===== config.mk =====
export PLATFORM = sky130hd
export DESIGN_NAME = least_loaded_row_packer
export DESIGN_NICKNAME = d
export VERILOG_FILES = /design/src/rtl/core/llrp_pkg.sv /design/src/rtl/core/least_loaded_row_packer.sv
export SDC_FILE = /design/constraint.sdc
export NUM_CORES = 1
export LEC_CHECK = 0
export ABC_AREA = 1
export BUFFER_PORTS_ARGS = -buffer_cell sky130_fd_sc_hd__buf_2
export CORE_ASPECT_RATIO = 1.2
export CORE_MARGIN = 5
export CORE_UTILIZATION = 50
export CTS_CLUSTER_SIZE = 10
export DETAILED_ROUTE_END_ITERATION = 12
export GPL_ROUTABILITY_DRIVEN = 0
export GPL_TIMING_DRIVEN = 0
export HOLD_SLACK_MARGIN = 0.15
export MAX_ROUTING_LAYER = met4
export PLACE_DENSITY = 0.7
export SETUP_SLACK_MARGIN = 0.3
export SYNTH_ARGS = -nofsm -noshare
export SYNTH_HDL_FRONTEND = slang
export SYNTH_SLANG_ARGS = --single-unit

===== constraint.sdc =====
create_clock -name clk -period 4.1 [get_ports clk]
set_input_delay 0.41 -clock clk [delete_from_list [all_inputs] [get_ports clk]]
set_output_delay 0.41 -clock clk [all_outputs]
set_load 0.05 [all_outputs]

===== src/rtl/core/llrp_pkg.sv =====
// Package for the least-loaded row packer: widths, register indexes,
// sequencer step codes and the control-store contents.
// No dependencies.
`timescale 1ns / 1ps

package llrp_pkg;

  localparam int MAX_ROWS   = 16;
  localparam int ROW_IDX_W  = $clog2(MAX_ROWS);
  localparam int ROW_CNT_W  = $clog2(MAX_ROWS + 1);
  localparam int WIDTH_W    = 20;
  localparam int ITEM_W     = 12;
  localparam int GAP_W      = 9;
  localparam int CFG_DATA_W = 9;
  localparam int CFG_ADDR_W = 1;
  localparam int IN_DATA_W  = 16;
  localparam int OUT_DATA_W = 24;

  localparam logic [WIDTH_W-1:0] WIDTH_MAX = {WIDTH_W{1'b1}};

  // Configuration register indexes.
  localparam logic [CFG_ADDR_W-1:0] REG_ROW_COUNT = 1'b0;
  localparam logic [CFG_ADDR_W-1:0] REG_GAP       = 1'b1;

  // Sequencer steps (addresses of the control store).
  typedef enum logic [1:0] {
    STEP_IDLE,
    STEP_SCAN,
    STEP_UPDATE
  } step_t;

  // Branch conditions tested by a control word.
  typedef enum logic [1:0] {
    COND_IN_VALID,
    COND_SCAN_DONE,
    COND_OUT_FREE
  } cond_t;

  // One control word: datapath strobes plus a two-way branch.
  typedef struct packed {
    logic  take_item;
    logic  scan;
    logic  update;
    cond_t cond;
    step_t target_true;
    step_t target_false;
  } ucode_t;

  // Control store: a three-step program.
  function automatic ucode_t ucode_rom(input step_t s);
    ucode_t w;
    w = '{take_item: 1'b0, scan: 1'b0, update: 1'b0, cond: COND_IN_VALID,
          target_true: STEP_IDLE, target_false: STEP_IDLE};
    unique case (s)
      STEP_IDLE: begin
        w.take_item    = 1'b1;
        w.cond         = COND_IN_VALID;
        w.target_true  = STEP_SCAN;
        w.target_false = STEP_IDLE;
      end
      STEP_SCAN: begin
        w.scan         = 1'b1;
        w.cond         = COND_SCAN_DONE;
        w.target_true  = STEP_UPDATE;
        w.target_false = STEP_SCAN;
      end
      STEP_UPDATE: begin
        w.update       = 1'b1;
        w.cond         = COND_OUT_FREE;
        w.target_true  = STEP_IDLE;
        w.target_false = STEP_UPDATE;
      end
      default: begin
        w.cond         = COND_IN_VALID;
        w.target_true  = STEP_IDLE;
        w.target_false = STEP_IDLE;
      end
    endcase
    return w;
  endfunction

endpackage


===== src/rtl/core/least_loaded_row_packer.sv =====
// Least-loaded row packer: a microcoded sequencer over a row-width register file.
// Depends on llrp_pkg (widths, register indexes, control store).
//
// Usage: item widths arrive on the s_ stream (tdata holds item_width, tlast
// marks the last item of a set). For each item the block picks the narrowest
// row in use (lowest index on a tie), adds item_width plus gap to it with
// saturation, and returns one item on the m_ stream: chosen_row and the
// widest row so far in tdata, with tlast set when the item closed the set.
// Closing a set puts every row and the running maximum back to gap.
// Configuration (row_count, gap) goes through cfg_we/cfg_addr/cfg_wdata while
// the block is idle; any write to a known register restarts the set.
// Steps: the idle step takes the item, then the scan step visits the rows in
// use one at a time (its last visit only ends the scan), then the update step
// writes the row and the result. The single compare in the scan step reads
// one row per cycle. The result sits in an output register; a new item is
// taken while it waits, but the update step of that next item holds until
// the receiver has taken the previous result.
// Reset (rst, synchronous) sets row_count to 1, gap to 0 and empties all rows.
`timescale 1ns / 1ps

module least_loaded_row_packer (
  input  logic                            clk,
  input  logic                            rst,
  // Input stream. tdata: item_width [11:0], zeros [15:12]. tlast: final_item.
  input  logic                            s_tvalid,
  output logic                            s_tready,
  input  logic [llrp_pkg::IN_DATA_W-1:0]  s_tdata,
  input  logic                            s_tlast,
  // Output stream. tdata: chosen_row [3:0], widest_row [23:4]. tlast: set_done.
  output logic                            m_tvalid,
  input  logic                            m_tready,
  output logic [llrp_pkg::OUT_DATA_W-1:0] m_tdata,
  output logic                            m_tlast,
  // Configuration write port.
  input  logic                            cfg_we,
  input  logic [llrp_pkg::CFG_ADDR_W-1:0] cfg_addr,
  input  logic [llrp_pkg::CFG_DATA_W-1:0] cfg_wdata
);
  import llrp_pkg::*;

  // Configuration registers.
  logic [ROW_CNT_W-1:0] row_count;
  logic [GAP_W-1:0]     gap;

  // Row widths; a row whose valid bit is clear reads as gap.
  logic [WIDTH_W-1:0]   row_width [MAX_ROWS];
  logic [MAX_ROWS-1:0]  row_valid;
  logic [WIDTH_W-1:0]   running_max;

  // Item and scan registers.
  logic [ITEM_W-1:0]    item_width;
  logic                 final_item;
  logic [ROW_CNT_W-1:0] scan_idx;
  logic [ROW_IDX_W-1:0] best;
  logic [WIDTH_W-1:0]   best_val;

  // Sequencer.
  step_t                step;
  step_t                step_next;
  ucode_t               uw;
  logic                 cond_true;

  // Datapath signals.
  logic [ROW_CNT_W-1:0] rows_in_use;
  logic [WIDTH_W-1:0]   scan_val;
  logic [WIDTH_W-1:0]   row0_val;
  logic [WIDTH_W:0]     sum_wide;
  logic [WIDTH_W-1:0]   sum;
  logic [WIDTH_W-1:0]   new_max;
  logic                 out_free;
  logic                 scan_done;
  logic                 in_fire;
  logic                 upd_fire;
  logic                 cfg_hit;
  logic [GAP_W-1:0]     gap_after_cfg;

  // Rows in use: zero counts as one, above the maximum saturates.
  always_comb begin
    if (row_count == '0) begin
      rows_in_use = ROW_CNT_W'(1);
    end else if (row_count > ROW_CNT_W'(MAX_ROWS)) begin
      rows_in_use = ROW_CNT_W'(MAX_ROWS);
    end else begin
      rows_in_use = row_count;
    end
  end

  // Row reads: one at the scan index, one at row zero for the scan start.
  assign scan_val = row_valid[scan_idx[ROW_IDX_W-1:0]] ?
                    row_width[scan_idx[ROW_IDX_W-1:0]] : WIDTH_W'(gap);
  assign row0_val = row_valid[0] ? row_width[0] : WIDTH_W'(gap);

  // Saturating add and the new running maximum.
  assign sum_wide = {1'b0, best_val} + (WIDTH_W + 1)'(item_width) + (WIDTH_W + 1)'(gap);
  assign sum      = sum_wide[WIDTH_W] ? WIDTH_MAX : sum_wide[WIDTH_W-1:0];
  assign new_max  = (sum > running_max) ? sum : running_max;

  // Branch conditions.
  assign out_free  = !m_tvalid || m_tready;
  assign scan_done = scan_idx >= rows_in_use;

  // Control word fetch and condition select.
  always_comb begin
    uw = ucode_rom(step);
    case (uw.cond)
      COND_IN_VALID:  cond_true = s_tvalid;
      COND_SCAN_DONE: cond_true = scan_done;
      COND_OUT_FREE:  cond_true = out_free;
      default:        cond_true = 1'b0;
    endcase
  end

  // Next step.
  always_comb begin
    step_next = cond_true ? uw.target_true : uw.target_false;
  end

  // Control outputs.
  always_comb begin
    s_tready = uw.take_item;
    in_fire  = uw.take_item && s_tvalid;
    upd_fire = uw.update && out_free;
  end

  assign cfg_hit       = cfg_we && (cfg_addr == REG_ROW_COUNT || cfg_addr == REG_GAP);
  assign gap_after_cfg = (cfg_addr == REG_GAP) ? cfg_wdata[GAP_W-1:0] : gap;

  // Step counter.
  always_ff @(posedge clk) begin
    if (rst) begin
      step <= STEP_IDLE;
    end else begin
      step <= step_next;
    end
  end

  // Configuration registers.
  always_ff @(posedge clk) begin
    if (rst) begin
      row_count <= ROW_CNT_W'(1);
      gap       <= '0;
    end else if (cfg_we) begin
      if (cfg_addr == REG_ROW_COUNT) begin
        row_count <= cfg_wdata[ROW_CNT_W-1:0];
      end else if (cfg_addr == REG_GAP) begin
        gap <= cfg_wdata[GAP_W-1:0];
      end
    end
  end

  // Row valid bits and running maximum; a set restart clears the valid bits and puts the maximum back to gap.
  always_ff @(posedge clk) begin
    if (rst) begin
      row_valid   <= '0;
      running_max <= '0;
    end else if (cfg_hit) begin
      row_valid   <= '0;
      running_max <= WIDTH_W'(gap_after_cfg);
    end else if (upd_fire) begin
      if (final_item) begin
        row_valid   <= '0;
        running_max <= WIDTH_W'(gap);
      end else begin
        row_valid[best] <= 1'b1;
        running_max     <= new_max;
      end
    end
  end

  // Row width storage.
  always_ff @(posedge clk) begin
    if (upd_fire) begin
      row_width[best] <= sum;
    end
  end

  // Item capture and the scan over the rows.
  always_ff @(posedge clk) begin
    if (in_fire) begin
      item_width <= s_tdata[ITEM_W-1:0];
      final_item <= s_tlast;
      scan_idx   <= ROW_CNT_W'(1);
      best       <= '0;
      best_val   <= row0_val;
    end else if (uw.scan && !scan_done) begin
      if (scan_val < best_val) begin
        best     <= scan_idx[ROW_IDX_W-1:0];
        best_val <= scan_val;
      end
      scan_idx <= scan_idx + ROW_CNT_W'(1);
    end
  end

  // Output register.
  always_ff @(posedge clk) begin
    if (rst) begin
      m_tvalid <= 1'b0;
    end else if (upd_fire) begin
      m_tvalid <= 1'b1;
    end else if (m_tready) begin
      m_tvalid <= 1'b0;
    end
  end

  always_ff @(posedge clk) begin
    if (upd_fire) begin
      m_tdata <= {new_max, best};
      m_tlast <= final_item;
    end
  end

  // The scan never compares row zero against itself.
  assert property (@(posedge clk) disable iff (rst)
    step == STEP_SCAN |-> scan_idx != '0)
    else $error("scan index reached zero");

  // The row being updated lies within the rows in use.
  assert property (@(posedge clk) disable iff (rst)
    step == STEP_UPDATE |-> ROW_CNT_W'(best) < rows_in_use)
    else $error("chosen row outside rows in use");

  // Every update leaves a result waiting in the output register.
  assert property (@(posedge clk) disable iff (rst)
    upd_fire |=> m_tvalid)
    else $error("update produced no result");

endmodule


==> results.env <==
YOSYS_WARNINGS=0
BUFFER_PORTS.INSERTED=53
TIMING_WORST_SLEW_PIN_VALUE_PS=1400
ROUTED-VIA-COUNT=15230
POST_SYNTH_NUM_CELL_TYPES=46
SYNTH_EDF_COUNT=378
CORE-AREA_UM2=39640
CRITICAL_PATH.REG2REG.ENDPOINT='running_max[3]$_SDFFE_PP0P_'
RSZ0062_AT_GRT='true'
SYNTH.FF_LATCH_COUNT=444
VIOLATIONS_IN_THE_FINAL_REPORTS='negative setup slack'
GLOBALROUTEOVERFLOWTOTAL=0
CLK_TRANSITION_REPORTED_PATHS_PS=60
DIE_HEIGHT_UM=229.1
WL_UM=56900
ASYNCSETRESETFLOPFRACSYNTH_PCT=0
DRT.ANTENNA.VIOLATING_NETS=0
TIMING.FINAL.WS_SETUP_PS=-206.8
IOPINCOUNT=59
CTS_TREE='built'
SYNTH.YOSYS.SEQ_AREA_SHARE_PCT=63.35
ROWS=80
MAXSLEWVIOLCOUNT=0
REG2REG_SLACK_PS=-210
ANTENNA_VIOLATIONS_BEFORE_REPAIR=0
CRITICAL_PATH_LAUNCH_POINT_TYPE='flip-flop'
SYNTHCELLS=1854
LIBRARY_CELL_USED_AS_CLOCK_ROOT_BUFFER='clkbuf_16'
MIN-DELAY-START='cfg_wdata[5]'
SYN_AVG_CELL_AREA_UM2=10.79
CLKLATENCYLATEPIN_PS=580
POWER.DENSITY_CELL_AREA_nW_PER_UM2=789.5
TIMING.FMAX_MHz=232.2
LAYOUT_WORST_PATH_CYCLE_SHARE_PCT=105.0
FRACTION_OF_LAYOUT_INSTANCES_USING_A_DRIVE_STRENGTH_ABOVE_1_PCT=18.37
GRT_START_MAX_NET_PINS=29
AREA_DELTA_SYNTH_FINAL_PCT=19.10
DESIGN.DIE.AREA_UM2=44130
YS_DOMINANT_REG_CELL='edfxtp_1'
STDCELL_COUNT=2591
GLOBAL_ROUTE.USAGE.TOTAL_PCT=26.08
CPPEAKSTAGEDELAY_PS=530
POST-PLACE-CELLS=2449
FINALHOLDVIOLCOUNT=0
CTS.SINK_COUNT=444
R2R.WORST_PATH.CELLS=26
CRIT_PATH_MAX_FANOUT=10
ROUTED_VIA_DENSITY=5.878
HOLDPATHEND='gap[5]$_SDFFE_PP0P_'
DRC=0
CRIT_ARRIVAL_PS=4770
FILLERS=3151
CRITICAL_PATH.SLOWEST_CELL='fa_1'
CP_COMMON_CELL='nand2_2'
FINALSETUPTNS_PS=-4570
TIMING.FINAL.CRIT_PERIOD_PS=4307
DETAILEDROUTE.FIRSTITERATIONVIOLATIONS=1581
INSERTEDDIODECOUNT=0
LAUNCHING_POINT_OF_THE_WORST_REG2REG_PATH='best_val[1]$_DFFE_PP_'
FF_LATCH_AREA_UM2=12680
WORSTSETUPPATHTYPE='reg2reg'
START_UTIL_PCT=50.47
SETUP_VIOL=40
CP_DATA_REQUIRED_TIME_PS=4560
CRITPATHCAPTURETYPE='flip-flop'
AVGROUTEDWIREPERCELL_UM=21.96
MULTI_INPUT_COMB_AREA_UM2=6994
POSTSYNTHNETCOUNT=1961
STATIC_LEAKAGE_nW=8.687
SLEW-LIMIT-HEADROOM_PCT=6.668
RUN_STATUS='finished, violations left'
MAX_CAP_VIOLATIONS=0
HTREE_NUM_LEVELS=2
HPWLAFTERDP_UM=37480
WORST_IR_DROP_ON_VDD_mV=0.8022
DIE_X_UM=192.6
TYPE_OF_THE_MOST_CRITICAL_HOLD_PATH='in2reg'
NETS=2136
SYNTHESIS.AREA_UM2=20000
FIN_WORST_SKEW_PS=14.60
TRITONCTS.NUM_BUFFERS=50
VIA_COUNT_OF_THE_FIRST_GLOBAL_ROUTING_PASS=15280
GRT_FIRST_PASS_WIRELENGTH_UM=85800
TIMING.HOLD.WORST_PATH_DEPTH=3
DRT_PASS1_ITERATIONS=5
CTS_BUFFER_DEPTH=3
==> cells by family after synthesis <==
group                      Yosys count  synth area share (%)
and+or+nand+nor                    640                 13.01
xor gates and xnor gates            12                0.5254
AOI/OAI and AO/OA                  454                 13.03
DFF                                444                 63.35
adders and majority gates           75                 5.066
buffers and inverters              229                 5.016
==> synth_stat cells (3+ instances only) <==
master / count / area share [%]
clkinv_1: 4 / 0.075
nor3_1: 4 / 0.10
nand2_1: 279 / 5.2
inv_2: 9 / 0.17
buf_6: 7 / 0.39
edfxtp_1: 378 / 57
ha_1: 65 / 4.1
o21ai_0: 178 / 4.5
nor2_1: 259 / 4.9
nand3_1: 67 / 1.7
nand2_2: 8 / 0.25
buf_1: 6 / 0.11
inv_1: 123 / 2.3
a21oi_1: 92 / 2.3
o221a_2: 4 / 0.23
xnor2_1: 3 / 0.13
buf_2: 17 / 0.43
o221ai_1: 35 / 1.5
dfxtp_1: 66 / 6.6
o22ai_1: 54 / 1.7
clkbuf_1: 44 / 0.83
xor2_1: 9 / 0.39
o211ai_1: 3 / 0.11
o21ai_1: 55 / 1.4
o21ai_2: 16 / 0.70
fa_1: 10 / 1.0
nand3_2: 4 / 0.20
a21boi_1: 3 / 0.11
o21a_1: 5 / 0.19
or2_1: 5 / 0.16
nand4_1: 7 / 0.22
buf_4: 16 / 0.60
==> metrics by stage <==
step / area (µm²) / power [W] / hold WS [ps] / setup slack, ps / utilization, %
finish: 23820 / 0.01881 / 166.3 / -206.8 / 60.10
global route: 23820 / 0.01962 / 187.1 / -440.2 / 60.10
CTS: 23650 / 0.01841 / 150.5 / -130.8 / 59.66
detailed placement: 21250 / 0.01318 / 456.4 / -1067 / 53.61
global placement: 21010 / 0.01291 / 450.5 / -928.8 / 53.01
floorplan: 20080 / 0.01104 / 440.3 / 87.16 / -
==> worst max-delay path by stage <==
stage | to | start | slack [ps] | depth (start not counted)
6_report | running_max[3]$_SDFFE_PP0P_ | best_val[1]$_DFFE_PP_ | -210 | 26
5_1_grt | running_max[3]$_SDFFE_PP0P_ | gap[2]$_SDFFE_PP0P_ | -440 | 27
4_1_cts | running_max[3]$_SDFFE_PP0P_ | best_val[1]$_DFFE_PP_ | -130 | 26
3_5_place_dp | running_max[0]$_SDFFE_PP0P_ | gap[2]$_SDFFE_PP0P_ | -1070 | 27
3_3_place_gp | m_tdata[21]$_DFFE_PP_ | gap[2]$_SDFFE_PP0P_ | -930 | 25
2_1_floorplan | m_tdata[21]$_DFFE_PP_ | item_width[1]$_DFFE_PP_ | 90 | 26
==> worst max-delay path, delay by kind of cell (launching register included) <==
kind | cells | cell delay (ps)
fa+ha+maj | 4 | 1320
flops | 1 | 340
compound gates | 4 | 680
buf+inv | 5 | 450
simple gates | 13 | 1380
==> report_power, final <==
part	leakage, nW	total [W]	internal (W)	switching, W
clock	0.678	0.00404	0.00231	0.00173
combinational	4.03	0.00799	0.00258	0.00541
sequential	3.98	0.00678	0.00658	0.000192
total	8.69	0.0188	0.0115	0.00734
==> per-layer routing <==
layer	routed length, µm	vias to the layer above	track usage [%]
met5	0	-	-
met4	2942	0	12.75
met3	4673	203	3.792
met2	28410	799	43.56
met1	20870	7321	30.86
li1	-	6907	-
==> registers in the layout (all words and copies together) (netlist names), named ones only <==
signal	cells
m_tdata	24
running_max	20
step	2
best_val	20
gap	9
m_tlast	1
row_valid	16
final_item	1
best	4
row_width	320
row_count	5
m_tvalid	1
item_width	12
scan_idx	5
==> cell type report <==
| cell class | count | area share (%) |
|---|---|---|
| Clock inverter | 4 | 0.2678 |
| Multi-Input combinational cell | 1184 | 29.36 |
| Sequential cell | 444 | 53.21 |
| Inverter | 139 | 2.327 |
| Tap cell | 533 | 2.799 |
| Clock buffer | 77 | 5.677 |
| Buffer | 90 | 2.369 |
| Timing Repair Buffer | 120 | 3.997 |
==> layout by cell type, fill, tap and decap left out, types with 4 or more instances in the layout <==
| cell type | instances |
|---|---|
| o21ai_2 | 19 |
| ha_1 | 57 |
| buf_8 | 9 |
| ha_4 | 7 |
| nand4_1 | 7 |
| o21ai_0 | 175 |
| clkbuf_2 | 18 |
| clkinv_1 | 4 |
| o21a_1 | 5 |
| dlygate4sd3_1 | 19 |
| buf_6 | 10 |
| or2_4 | 5 |
| buf_12 | 4 |
| o21ai_1 | 53 |
| dfxtp_1 | 63 |
| nor2_2 | 16 |
| nand2_1 | 251 |
| nand2_4 | 12 |
| buf_4 | 48 |
| nor2_1 | 233 |
| a21oi_2 | 11 |
| inv_1 | 113 |
| o221a_2 | 4 |
| nand3_2 | 6 |
| edfxtp_1 | 378 |
| inv_4 | 5 |
| fa_1 | 9 |
| nand3_1 | 62 |
| nor2_4 | 11 |
| inv_2 | 13 |
| clkbuf_1 | 53 |
| o22ai_1 | 52 |
| xor2_1 | 9 |
| o221ai_1 | 34 |
| clkbuf_16 | 50 |
| nand2_2 | 21 |
| buf_1 | 4 |
| buf_2 | 66 |
| a21oi_1 | 81 |
| nand2_8 | 8 |
==> repair_timing <==
item | CTS | global route
setup endpoints to repair | 124 | 161
setup buffers | 35 | 3
pin swaps | 33 | 21
gates resized for setup | 121 | 52
gates cloned | 4 | 0
hold buffers | 19 | 0
hold endpoints to repair | 19 | 0
No activity file was read; power rests on OpenSTA's default activity.
